### src/sv/rpp_pkg.sv
// Package with the shared types, constants and arctangent table of the point rotation block.
`timescale 1ns / 1ps
`default_nettype none
package rpp_pkg;

  localparam int unsigned CordicStagesDefault = 16;

  localparam int unsigned CoordW = 32;
  localparam int unsigned AngleW = 16;
  localparam int unsigned DiffW  = CoordW + 1;
  localparam int unsigned CordW  = 34;
  localparam int unsigned PhaseW = 33;
  localparam int unsigned TrigW  = 32;
  localparam int unsigned ProdW  = DiffW + TrigW;
  localparam int unsigned SumW   = ProdW + 1;
  localparam int unsigned RndW   = SumW - 30;
  localparam int unsigned OutW   = RndW + 1;

  localparam logic signed [CordW-1:0] GainQ30   = 34'sd652032874;
  localparam logic signed [CordW-1:0] Q30One    = 34'sd1073741824;
  localparam logic signed [CordW-1:0] Q30NegOne = -34'sd1073741824;
  localparam logic signed [SumW-1:0]  RoundHalf = 66'sd536870912;

  typedef struct packed {
    logic signed [CordW-1:0]  x;
    logic signed [CordW-1:0]  y;
    logic signed [PhaseW-1:0] z;
    logic                     neg;
    logic signed [DiffW-1:0]  dx;
    logic signed [DiffW-1:0]  dy;
    logic signed [CoordW-1:0] cx;
    logic signed [CoordW-1:0] cy;
  } cord_t;

  function automatic logic [31:0] atan_lut(input logic [4:0] idx);
    logic [31:0] v;
    case (idx)
      5'd0:    v = 32'd536870912;
      5'd1:    v = 32'd316933406;
      5'd2:    v = 32'd167458907;
      5'd3:    v = 32'd85004756;
      5'd4:    v = 32'd42667331;
      5'd5:    v = 32'd21354465;
      5'd6:    v = 32'd10679838;
      5'd7:    v = 32'd5340245;
      5'd8:    v = 32'd2670163;
      5'd9:    v = 32'd1335087;
      5'd10:   v = 32'd667544;
      5'd11:   v = 32'd333772;
      5'd12:   v = 32'd166886;
      5'd13:   v = 32'd83443;
      5'd14:   v = 32'd41722;
      5'd15:   v = 32'd20861;
      5'd16:   v = 32'd10430;
      5'd17:   v = 32'd5215;
      5'd18:   v = 32'd2608;
      5'd19:   v = 32'd1304;
      5'd20:   v = 32'd652;
      5'd21:   v = 32'd326;
      5'd22:   v = 32'd163;
      5'd23:   v = 32'd81;
      5'd24:   v = 32'd41;
      5'd25:   v = 32'd20;
      5'd26:   v = 32'd10;
      5'd27:   v = 32'd5;
      5'd28:   v = 32'd3;
      5'd29:   v = 32'd1;
      5'd30:   v = 32'd1;
      default: v = 32'd0;
    endcase
    return v;
  endfunction

endpackage
`default_nettype wire

### src/sv/rpp_cordic_stage.sv
// One registered rotation-mode CORDIC iteration with its own valid bit and backpressure.
`timescale 1ns / 1ps
`default_nettype none
module rpp_cordic_stage #(
  parameter int unsigned Idx = 0
) (
  input  wire logic          clk_i,
  input  wire logic          rst_ni,
  input  wire logic          valid_i,
  output logic               ready_o,
  input  wire rpp_pkg::cord_t data_i,
  output logic               valid_o,
  input  wire logic          ready_i,
  output rpp_pkg::cord_t     data_o
);

  logic                                  vld_q;
  rpp_pkg::cord_t                        data_q;
  rpp_pkg::cord_t                        data_d;
  logic signed [rpp_pkg::CordW-1:0]      x_in;
  logic signed [rpp_pkg::CordW-1:0]      y_in;
  logic signed [rpp_pkg::CordW-1:0]      xs;
  logic signed [rpp_pkg::CordW-1:0]      ys;
  logic signed [rpp_pkg::PhaseW-1:0]     z_in;
  logic signed [rpp_pkg::PhaseW-1:0]     step;

  assign x_in = data_i.x;
  assign y_in = data_i.y;
  assign z_in = data_i.z;
  assign xs   = x_in >>> Idx;
  assign ys   = y_in >>> Idx;
  assign step = signed'({1'b0, rpp_pkg::atan_lut(5'(Idx))});

  always_comb begin
    data_d = data_i;
    if (!z_in[rpp_pkg::PhaseW-1]) begin
      data_d.x = x_in - ys;
      data_d.y = y_in + xs;
      data_d.z = z_in - step;
    end else begin
      data_d.x = x_in + ys;
      data_d.y = y_in - xs;
      data_d.z = z_in + step;
    end
  end

  assign ready_o = !vld_q || ready_i;

  always_ff @(posedge clk_i or negedge rst_ni) begin
    if (!rst_ni) begin
      vld_q <= 1'b0;
    end else if (ready_o) begin
      vld_q <= valid_i;
    end
  end

  always_ff @(posedge clk_i) begin
    if (ready_o && valid_i) begin
      data_q <= data_d;
    end
  end

  assign valid_o = vld_q;
  assign data_o  = data_q;

endmodule
`default_nettype wire

### config.mk
export PLATFORM = sky130hd
export DESIGN_NAME = rpp_cordic_stage
export DESIGN_NICKNAME = d
export VERILOG_FILES = /design/src/sv/rpp_pkg.sv /design/src/sv/rpp_cordic_stage.sv
export SDC_FILE = /design/constraint.sdc
export NUM_CORES = 1
export LEC_CHECK = 0
export ABC_AREA = 1
export BUFFER_PORTS_ARGS = -buffer_cell sky130_fd_sc_hd__buf_2
export CAP_MARGIN = 5
export CELL_PAD_IN_SITES_DETAIL_PLACEMENT = 2
export CELL_PAD_IN_SITES_GLOBAL_PLACEMENT = 2
export CORE_MARGIN = 3
export CORE_UTILIZATION = 30
export CTS_BUF_LIST = sky130_fd_sc_hd__clkbuf_2
export DETAILED_ROUTE_END_ITERATION = 6
export PLACE_DENSITY = 0.86
export SLEW_MARGIN = 10
export SYNTH_ARGS = -nofsm -noshare
export SYNTH_HDL_FRONTEND = slang
export SYNTH_SLANG_ARGS = --single-unit
### constraint.sdc
create_clock -name clk_i -period 16.85 [get_ports clk_i]
set_input_delay 3.37 -clock clk_i [delete_from_list [all_inputs] [get_ports clk_i]]
set_output_delay 3.37 -clock clk_i [all_outputs]
set_load 0.02 [all_outputs]
==> out/metrics.csv, run 1 <==
metric;value;unit
whs;0.628;ns
routed_wl;71400;µm
min_path_type;flip-flop to flip-flop;
grt_util_all_layers;27.6;%
htree_levels;3;
start_util;30.7;%
crit_top_cell;buf_2;
synth_edf_count;231;
p_seq_share;44.9;%
rows;79;
crit_arrival;3.86;ns
yosys_register_bits;232;
path_max_fanout;2;
synth_common_cells;nand2_1 (482), inv_1 (263), edfxtp_1 (231);
clockPowerShare;26.3;%
die_width;225;µm
maxCapViolCount;0;
ant_nets;0;
first_iter_violations;762;
outcome;completed;
netlist_area;14400;µm²
crit_path_end_kind;output port;
cpLargestDelayFamily;buffers and inverters;
yosysMostFrequentCell;nand2_1;
path_class;primary input to output port;
ys.warnings.count;0;
p_comb_share;28.7;%
worst_pin_slew;1.05;ns
hold_viol_final;0;
drive_gt1_share;25.7;%
areaGrowthSynthToFinish;24.1;%
synthCells;1733;
cpPeakStageDelay;0.17;ns
relSlewSlack;30.0;%
path_cells;buf_2 -> inv_1 -> nand2_1 -> buf_2;
p_total;1560;µW
holdBufCountCts;0;
via_per_inst;5.01;
worst-path-buf-inv;3;
placed_cells;2769;
internal_power;961;µW
power_switching;596;µW
fillers;5490;
swShare;38.3;%
via_count;14500;
yosysUniqueCellTypes;36;
dp_hpwl;59000;µm
fin_setup_tns;0;ns
wl_per_cell;24.7;µm
post_cts_buffers;0;
drtPass1Iterations;4;
clock_path_buffers;3;
synth_seq_area_share;48.3;%
setup_ws;9.62;ns
avgSynthCellArea;8.32;µm²
clk_latency;1.02;ns
final_nets;2572;
netlist.area_leader.share;48.1;%
clkSlewWorstSetupHoldPaths;0.09;ns
slew_violations;0;
cts_inserted_buffers;67;
cts-resized-gates;0;
grt_pass1_vias;16000;
min_period;7.23;ns
rsz0062_at_grt;no;
stdcell_count;2886;
start_kind;primary input;
grt_max_degree;157;
io_pins;470;
finalCritPeriodShare;42.9;%
dominantRegCellSynth;edfxtp_1;
pwr_density_cell;86.9;nW/µm²
grt_overflow;0;
die_h;225;µm
ys_top_cells_by_area;edfxtp_1 (48%), nand2_1 (13%), ha_1 (8.8%);
route.detailed.drc;0;
place_ws;9.62;ns
synth_nets;2074;
antenna_found_initial;23;
cpMaxStageDelayCell;buf_2;
routabilityCongestion;0.955;
final-setup-viol-count;0;
root_buffer;clkbuf_2;
p_leak;0.00886;µW
fin_skew;0.0869;ns
coreArea;47100;µm²
cts_tree;built;
cp.required;13.48;ns
die-area;50800;µm²
clkSinkCount;232;
yosysTopAreaCell;edfxtp_1;
io_buffers;469;
async_flop_share;0.431;%
ir_drop;0.0000371;V
fmax;138;MHz
grt_pass1_wl;103000;µm
==> path summary, 6_finish.rpt <==
kind	cells after the start	slack [ns]	start	to
min in group asynchronous	1	2.19	rst_ni	valid_o
setup reg to reg	3	14.07	valid_o	data_o[122]
hold / removal	2	0.63	valid_o	valid_o
max in group asynchronous	1	14.58	rst_ni	valid_o
setup / recovery	4	9.62	ready_i	ready_o
hold reg to reg	2	0.63	valid_o	valid_o
==> final cells by class <==
cell class	count	area, µm²	share of cell area [%]
Sequential cell	232	6960	38.9
Clock buffer	92	460	2.57
Tap cell	607	759	4.24
Multi-Input combinational cell	1193	6250	34.9
Timing Repair Buffer	473	2390	13.3
Clock inverter	16	72.6	0.405
Antenna cell	9	22.5	0.126
Inverter	264	991	5.53
==> power by group through the flow <==
| stage | Sequential [µW] | Combinational, µW | Clock (µW) |
|---|---|---|---|
| 6_report | 700 | 447 | 410 |
| 3_5_place_dp | 713 | 446 | 0 |
| 5_1_grt | 703 | 491 | 456 |
| 3_3_place_gp | 711 | 428 | 0 |
| 4_1_cts | 700 | 449 | 432 |
| 2_1_floorplan | 774 | 209 | 0 |
==> stage by stage <==
| stage | utilization (%) | cell area (µm²) |
|---|---|---|
| 2_1_floorplan | - | 14400 |
| 3_3_place_gp | 36.9 | 17300 |
| 6_report | 38.1 | 17900 |
| 3_5_place_dp | 36.9 | 17300 |
| 5_1_grt | 38.0 | 17900 |
| 4_1_cts | 38.0 | 17900 |
==> tightest hold or removal path, stage by stage, from the launching register on <==
cell	delay, ns
dfrtp_1	0.43
nand2_1	0.11
nand2_1	0.06
==> layer usage <==
metal / track usage, % / share of wire [%] / vias to the layer above
li1: - / - / 6711
met1: 30.8 / 39 / 7175
met2: 50.7 / 51 / 434
met3: 6.12 / 5.6 / 132
met4: 11.0 / 3.9 / 20
met5: 0 / 0.19 / -
==> flip-flops by register name, indices dropped and copies added, names as in the netlist <==
name and flops:
data_o 231, valid_o 1
==> cell families after synthesis <==
logic type	synth area share (%)
AND/OR/NAND/NOR	23.3
buffers and inverters	8.52
AO/OA/AOI/OAI	9.05
flip-flops	48.3
adder cells (fa/ha/maj)	9.32
XOR/XNOR	1.52
==> layout by cell type (no fill, tap or decap), types with 2 or more instances in the layout <==
master,instances
nor2_2,2
a31oi_1,2
ha_1,101
o21a_1,3
nand2_1,482
o21ai_0,93
clkinv_1,7
nor4_1,4
o211ai_1,2
clkbuf_2,92
fa_1,4
a21o_1,5
edfxtp_1,231
diode_2,9
nand4_1,13
buf_2,469
nor3_1,16
buf_4,3
inv_2,4
xor2_1,25
nand3b_1,5
clkinv_2,4
nor2_1,135
o21ai_1,4
a21oi_1,115
nand3_1,152
a21boi_0,2
clkinvlp_4,2
inv_1,263
o22ai_1,5
o21bai_1,13
or2_2,4
Power figures use the tool's default switching activity.
==> inputs of run 2 (changes only) <==
Settings changed: ABC_AREA 1 to 0, CORE_UTILIZATION 30 to 29, PLACE_DENSITY 0.86 to 0.82.
Clock period 16.85 ns to 6.5 ns, I/O delays scaled along.
==> run 2 against run 1 <==
Area after synthesis down 10%. Sequential power rose to 2.6 times the previous value. Clock-buffer cell count down 1. Worst setup slack worse by 6.9 ns. Core utilization down 0.28 points. First-iteration DRC count up 1.0%.
==> out/metrics.csv, run 2 <==
metric;value;unit;change
areaGrowthSynthToFinish;27.4;%;was 24.1%
synth_edf_count;231;;unchanged
final_cell_mix;buf_2 (469), edfxtp_1 (231), a21oi_1 (114);;was nand2_1 (482), buf_2 (469), inv_1 (263)
die-area;47100;µm²;was 50800 µm²
busiest_layer;met2;;unchanged
grt_util_all_layers;26.7;%;was 27.6%
clockPowerShare;28.3;%;was 26.3%
relSlewSlack;27.6;%;was 30.0%
finalCritPeriodShare;58.7;%;
cp.required;7.13;ns;was 13.48 ns
hold_viol_final;0;;unchanged
die_width;217;µm;was 225 µm
pwr_density_cell;247;nW/µm²;was 86.9 nW/µm²
grt_overflow;0;;unchanged
power_switching;1500;µW;was 596 µW
slew_violations;0;;unchanged
p_seq_share;45.2;%;was 44.9%
worst_pin_slew;1.09;ns;was 1.05 ns
routabilityCongestion;0.947;;was 0.955
crit_arrival;4.45;ns;was 3.86 ns
path_class;primary input to flip-flop;;was primary input to output port
ant_nets;0;;unchanged
grt_pass1_wl;91000;µm;was 103000 µm
fin_setup_tns;0;ns;unchanged
yosysTopAreaCell;edfxtp_1;;unchanged
coreArea;43600;µm²;was 47100 µm²
placed_cells;2130;;was 2769
final_nets;1958;;was 2572
cts_tree;built;;unchanged
fmax;262;MHz;
dp_hpwl;51500;µm;was 59000 µm
post_cts_buffers;0;;unchanged
async_flop_share;0.431;%;unchanged
htree_levels;3;;unchanged
clock_path_buffers;3;;unchanged
route.detailed.drc;0;;unchanged
clkSinkCount;232;;unchanged
die_h;217;µm;was 225 µm
first_iter_violations;770;;was 762
crit_path_end_kind;flip-flop;;was output port
path_max_fanout;11;;was 2
via_per_inst;5.15;;was 5.01
clk_latency;0.96;ns;was 1.02 ns
p_comb_share;26.5;%;was 28.7%
use_met2;45.5;%;was 50.7%
grt_pass1_vias;12600;;was 16.0k
cts_inserted_buffers;69;;was 67
avgSynthCellArea;11.6;µm²;was 8.32 µm²
min_period;3.82;ns;
routed_wl;64300;µm;was 71400 µm
drtPass1Iterations;5;;was 4
outcome;completed;;unchanged
grt_max_degree;97;;was 157
swShare;36.8;%;was 38.3%
final-setup-viol-count;0;;unchanged
ys.warnings.count;0;;unchanged
multi_input_comb_area;5330;µm²;was 6250 µm²
use_met3;8.77;%;was 6.12%
rows;76;;was 79
stdcell_count;2256;;was 2886
yosys_register_bits;232;;unchanged
r2r_setup_slack;4.04;ns;was 14.07 ns
synth_common_cells;edfxtp_1 (231), a21oi_1 (114), inv_1 (103);;was nand2_1 (482), inv_1 (263), edfxtp_1 (231)
yosysUniqueCellTypes;80;;was 36
root_buffer;clkbuf_2;;unchanged
fillers;4830;;was 5490
dominantRegCellSynth;edfxtp_1;;unchanged
min_path_type;primary input to flip-flop;;was flip-flop to flip-flop
final_common_cell;buf_2;;was nand2_1
rsz0062_at_grt;no;;unchanged
start_util;29.6;%;was 30.7%
ir_drop;0.000122;V;was 0.0000371 V
netlist.area_leader.share;53.7;%;was 48.1%
wl_per_cell;28.5;µm;was 24.7 µm
synth_seq_area_share;53.9;%;was 48.3%
internal_power;2570;µW;was 961 µW
via_count;11600;;was 14.5k
largest_reg_flops;231;;unchanged
p_leak;0.00720;µW;was 0.00886 µW
maxCapViolCount;0;;unchanged
io_buffers;469;;unchanged
met1_usage;28.7;%;was 30.8%
synthCells;1114;;was 1733
seq_area;6960;µm²;unchanged
cts-resized-gates;0;;unchanged
synth_nets;1455;;was 2074
yosysMostFrequentCell;edfxtp_1;;was nand2_1
start_kind;primary input;;unchanged
holdBufCountCts;1;;was 0
clkSlewWorstSetupHoldPaths;0.10;ns;was 0.09 ns
netlist_area;12900;µm²;was 14400 µm²
io_pins;470;;unchanged
ys_top_cells_by_area;edfxtp_1 (54%), ha_1 (9.8%), a21oi_1 (4.4%);;was edfxtp_1 (48%), nand2_1 (13%), ha_1 (8.8%)
drive_gt1_share;36.9;%;was 25.7%
antenna_found_initial;28;;was 23
fin_skew;0.123;ns;was 0.0869 ns
==> run 2: power groups by stage <==
| stage | Sequential [µW] | Clock, µW | Combinational (µW) |
|---|---|---|---|
| floorplan | 2010 | 0 | 487 |
| global placement | 1870 | 0 | 1050 |
| detailed placement | 1870 | 0 | 1070 |
| CTS | 1840 | 1210 | 1080 |
| global route | 1850 | 1270 | 1160 |
| finish | 1840 | 1150 | 1080 |
==> run 2: per-stage QoR <==
step	cell area (µm²)	total power, µW	worst slack (ns)	util [%]	hold slack (ns)
after floorplan	12900	2490	1.61	-	0.782
after global placement	15800	2910	1.85	36.3	0.507
after detailed placement	15800	2950	1.85	36.3	0.539
after CTS	16400	4130	2.87	37.7	0.373
after global routing	16400	4280	2.60	37.7	0.382
final	16500	4070	2.68	37.8	0.502
==> run 2: path summary, 6_finish.rpt <==
path	start	endpoint	cells past startpoint
min reg2reg	valid_o	valid_o	2
max	data_i[171]	data_o[228]	12
max in group asynchronous	rst_ni	valid_o	2
min in group asynchronous	rst_ni	valid_o	2
min	data_i[70]	data_o[70]	1
max reg2reg	valid_o	data_o[225]	3
==> run 2: routing by layer <==
| metal | wire length (µm) | vias to the layer above |
|---|---|---|
| met2 | 31800 | 497 |
| li1 | - | 5115 |
| met3 | 4800 | 171 |
| met1 | 23100 | 5810 |
| met5 | 176 | - |
| met4 | 4380 | 28 |
==> run 2: area by class of cell <==
class | count | share of cell area, %
Sequential cell | 232 | 42.3
Multi-Input combinational cell | 731 | 32.4
Timing Repair Buffer | 475 | 14.6
Tap cell | 585 | 4.45
Clock buffer | 91 | 2.77
Inverter | 108 | 2.46
Clock inverter | 23 | 0.814
Antenna cell | 11 | 0.167
==> run 2: kinds of logic (layout without fill, tap and decap cells) <==
logic type	after synthesis	count (layout)	share of synthesized area, %
adder cells (fa/ha/maj)	105	105	10.4
AND/OR/NAND/NOR	226	226	8.43
multiplexers	10	10	0.775
AO/OA/AOI/OAI	324	324	17.2
XOR/XNOR	66	66	4.48
buffers and inverters	151	697	4.84
other	0	11	0
flip-flops	232	232	53.9
==> run 2: critical path, stage by stage <==
cell and delay, ns:
buf_2 0.11, inv_1 0.05, ha_1 0.57, inv_1 0.22
a2111oi_2 0.62, a2111oi_4 0.20, o21bai_2 0.26, a31o_4 0.22
o21ai_4 0.09, a221oi_4 0.48, o21ai_1 0.15, xnor2_1 0.18
==> inputs of run 3 (changes only) <==
Settings changed: ABC_AREA 0 to 1, CORE_UTILIZATION 29 to 30, PLACE_DENSITY 0.82 to 0.86.
Clock period 6.5 ns to 4 ns, I/O delays scaled along.
==> run 3 against run 2 <==
Global-route usage increased by 5.2 points. Sequential share of layout area decreased by 7.1 points. Highest routed layer unchanged. Critical path type is now flip-flop to output port. Core utilization increased by 4.2 points.
==> out/metrics.csv, run 3 (same netlist as run 1, synthesis figures left out) <==
metric;value;unit;change
outcome;completed;;unchanged
setup_ws;1.39;ns;was 2.68 ns
min_period;2.61;ns;
path_class;flip-flop to output port;;was primary input to flip-flop
clkSlewWorstSetupHoldPaths;0.14;ns;was 0.10 ns
slew_violations;0;;unchanged
cts_tree;built;;unchanged
io_buffers;469;;unchanged
p_leak;0.00964;µW;was 0.00720 µW
cp.required;3.20;ns;was 7.13 ns
cpLargestDelayFamily;flip-flops;;was compound AO/OA/AOI/OAI gates
ant_nets;0;;unchanged
clkSinkCount;232;;unchanged
pwr_density_cell;375;nW/µm²;was 247 nW/µm²
cts_inserted_buffers;67;;was 69
fmax;383;MHz;
clock_path_buffers;3;;unchanged
rows;79;;was 76
worst_pin_slew;0.975;ns;was 1.09 ns
final-setup-viol-count;0;;unchanged
root_buffer;clkbuf_2;;unchanged
grt_pass1_vias;17300;;was 12.6k
holdBufCountCts;161;;was 1
relSlewSlack;34.9;%;was 27.6%
utilization;42.0;%;was 37.8%
multi_input_comb_area;6250;µm²;was 5330 µm²
final_common_cell;nand2_1;;was buf_2
drive_gt1_share;24.5;%;was 36.9%
antenna_found_initial;17;;was 28
finalCritPeriodShare;65.3;%;
die-area;50800;µm²;was 47100 µm²
largest_reg_flops;231;;unchanged
power_switching;3040;µW;was 1500 µW
route.detailed.drc;0;;unchanged
via_count;15900;;was 11.6k
p_comb_share;28.7;%;was 26.5%
clk_latency;1.08;ns;was 0.96 ns
cts-resized-gates;0;;unchanged
grt_overflow;0;;unchanged
maxCapViolCount;0;;unchanged
crit_path_end_kind;output port;;was flip-flop
areaGrowthSynthToFinish;36.9;%;was 27.4%
crit_arrival;1.81;ns;was 4.45 ns
internal_power;4380;µW;was 2570 µW
grt_util_all_layers;31.8;%;was 26.7%
clockPowerShare;31.2;%;was 28.3%
start_util;30.7;%;was 29.6%
p_seq_share;40.1;%;was 45.2%
ir_drop;0.000143;V;was 0.000122 V
placed_cells;2777;;was 2130
grt_max_degree;72;;was 97
fillers;5393;;was 4830
drtPass1Iterations;5;;unchanged
path_max_fanout;3;;was 11
seq_area;6960;µm²;unchanged
rsz0062_at_grt;no;;unchanged
dp_hpwl;61800;µm;was 51500 µm
die_width;225;µm;was 217 µm
die_h;225;µm;was 217 µm
start_kind;flip-flop;;was primary input
min_path_type;primary input to flip-flop;;unchanged
path_cells;nand2_1 -> buf_2;;was buf_2 -> inv_1 -> ha_1 -> inv_1 -> a2111oi_2 -> a2111oi_4 -> o21bai_2 -> a31o_4 -> o21ai_4 -> a221oi_4 -> o21ai_1 -> xnor2_1
wl_per_cell;28.3;µm;was 28.5 µm
post_cts_buffers;0;;unchanged
whs;0.0445;ns;was 0.502 ns
worst-path-buf-inv;1;;was 3
htree_levels;3;;unchanged
final_cell_mix;nand2_1 (482), buf_2 (469), inv_1 (261);;was buf_2 (469), edfxtp_1 (231), a21oi_1 (114)
cpPeakStageDelay;0.49;ns;was 0.62 ns
coreArea;47100;µm²;was 43600 µm²
stdcell_count;3076;;was 2256
routed_wl;86900;µm;was 64300 µm
place_ws;0.557;ns;was 1.85 ns
hold_viol_final;0;;unchanged
first_iter_violations;1103;;was 770
fin_skew;0.0994;ns;was 0.123 ns
routabilityCongestion;0.949;;was 0.947
via_per_inst;5.17;;was 5.15
final_nets;2741;;was 1958
grt_pass1_wl;118000;µm;was 91000 µm
cpMaxStageDelayCell;dfrtp_1;;was a2111oi_2
io_pins;470;;unchanged
swShare;40.9;%;was 36.8%
[run 3: metal layers]
| metal | GRT usage (%) | wire (µm) |
|---|---|---|
| met5 | 0 | 13 |
| met4 | 15.7 | 5000 |
| met3 | 5.74 | 5020 |
| met2 | 56.9 | 43600 |
| met1 | 36.6 | 33300 |
[run 3: area by class of cell]
class                      count  area share, %
tap                          607           3.84
antenna                       20          0.253
sequential                   232           35.2
clock buffer                  93           2.36
multi-input combinational   1193           31.6
inverter                     264           5.08
timing repair buffer         642           20.6
clock inverter                25          0.982
[run 3: path summary, 6_finish.rpt]
check | from | to | slack (ns) | cells past startpoint
worst min-delay path | data_i[105] | data_o[105] | 0.04 | 1
min in group asynchronous | rst_ni | valid_o | 0.14 | 2
worst min register to register | valid_o | valid_o | 0.77 | 2
worst max-delay path | valid_o | ready_o | 1.39 | 2
worst max register to register | valid_o | data_o[196] | 1.83 | 2
max in group asynchronous | rst_ni | valid_o | 3.77 | 2
[run 3: metrics by stage]
step | setup TNS [ns] | total power [µW] | instance area (µm²)
2_1_floorplan | -240.52 | 4100 | 14400
3_3_place_gp | 0 | 4830 | 17400
3_5_place_dp | 0 | 4920 | 17400
4_1_cts | 0 | 7120 | 19700
5_1_grt | 0 | 7740 | 19700
6_report | 0 | 7420 | 19800
[run 3: power groups by stage]
stage | Clock [µW] | Sequential, µW | Combinational, µW
floorplan | 0 | 3220 | 883
global placement | 0 | 3000 | 1840
detailed placement | 0 | 3010 | 1910
CTS | 2100 | 2960 | 2060
global route | 2460 | 2990 | 2290
finish | 2310 | 2980 | 2130
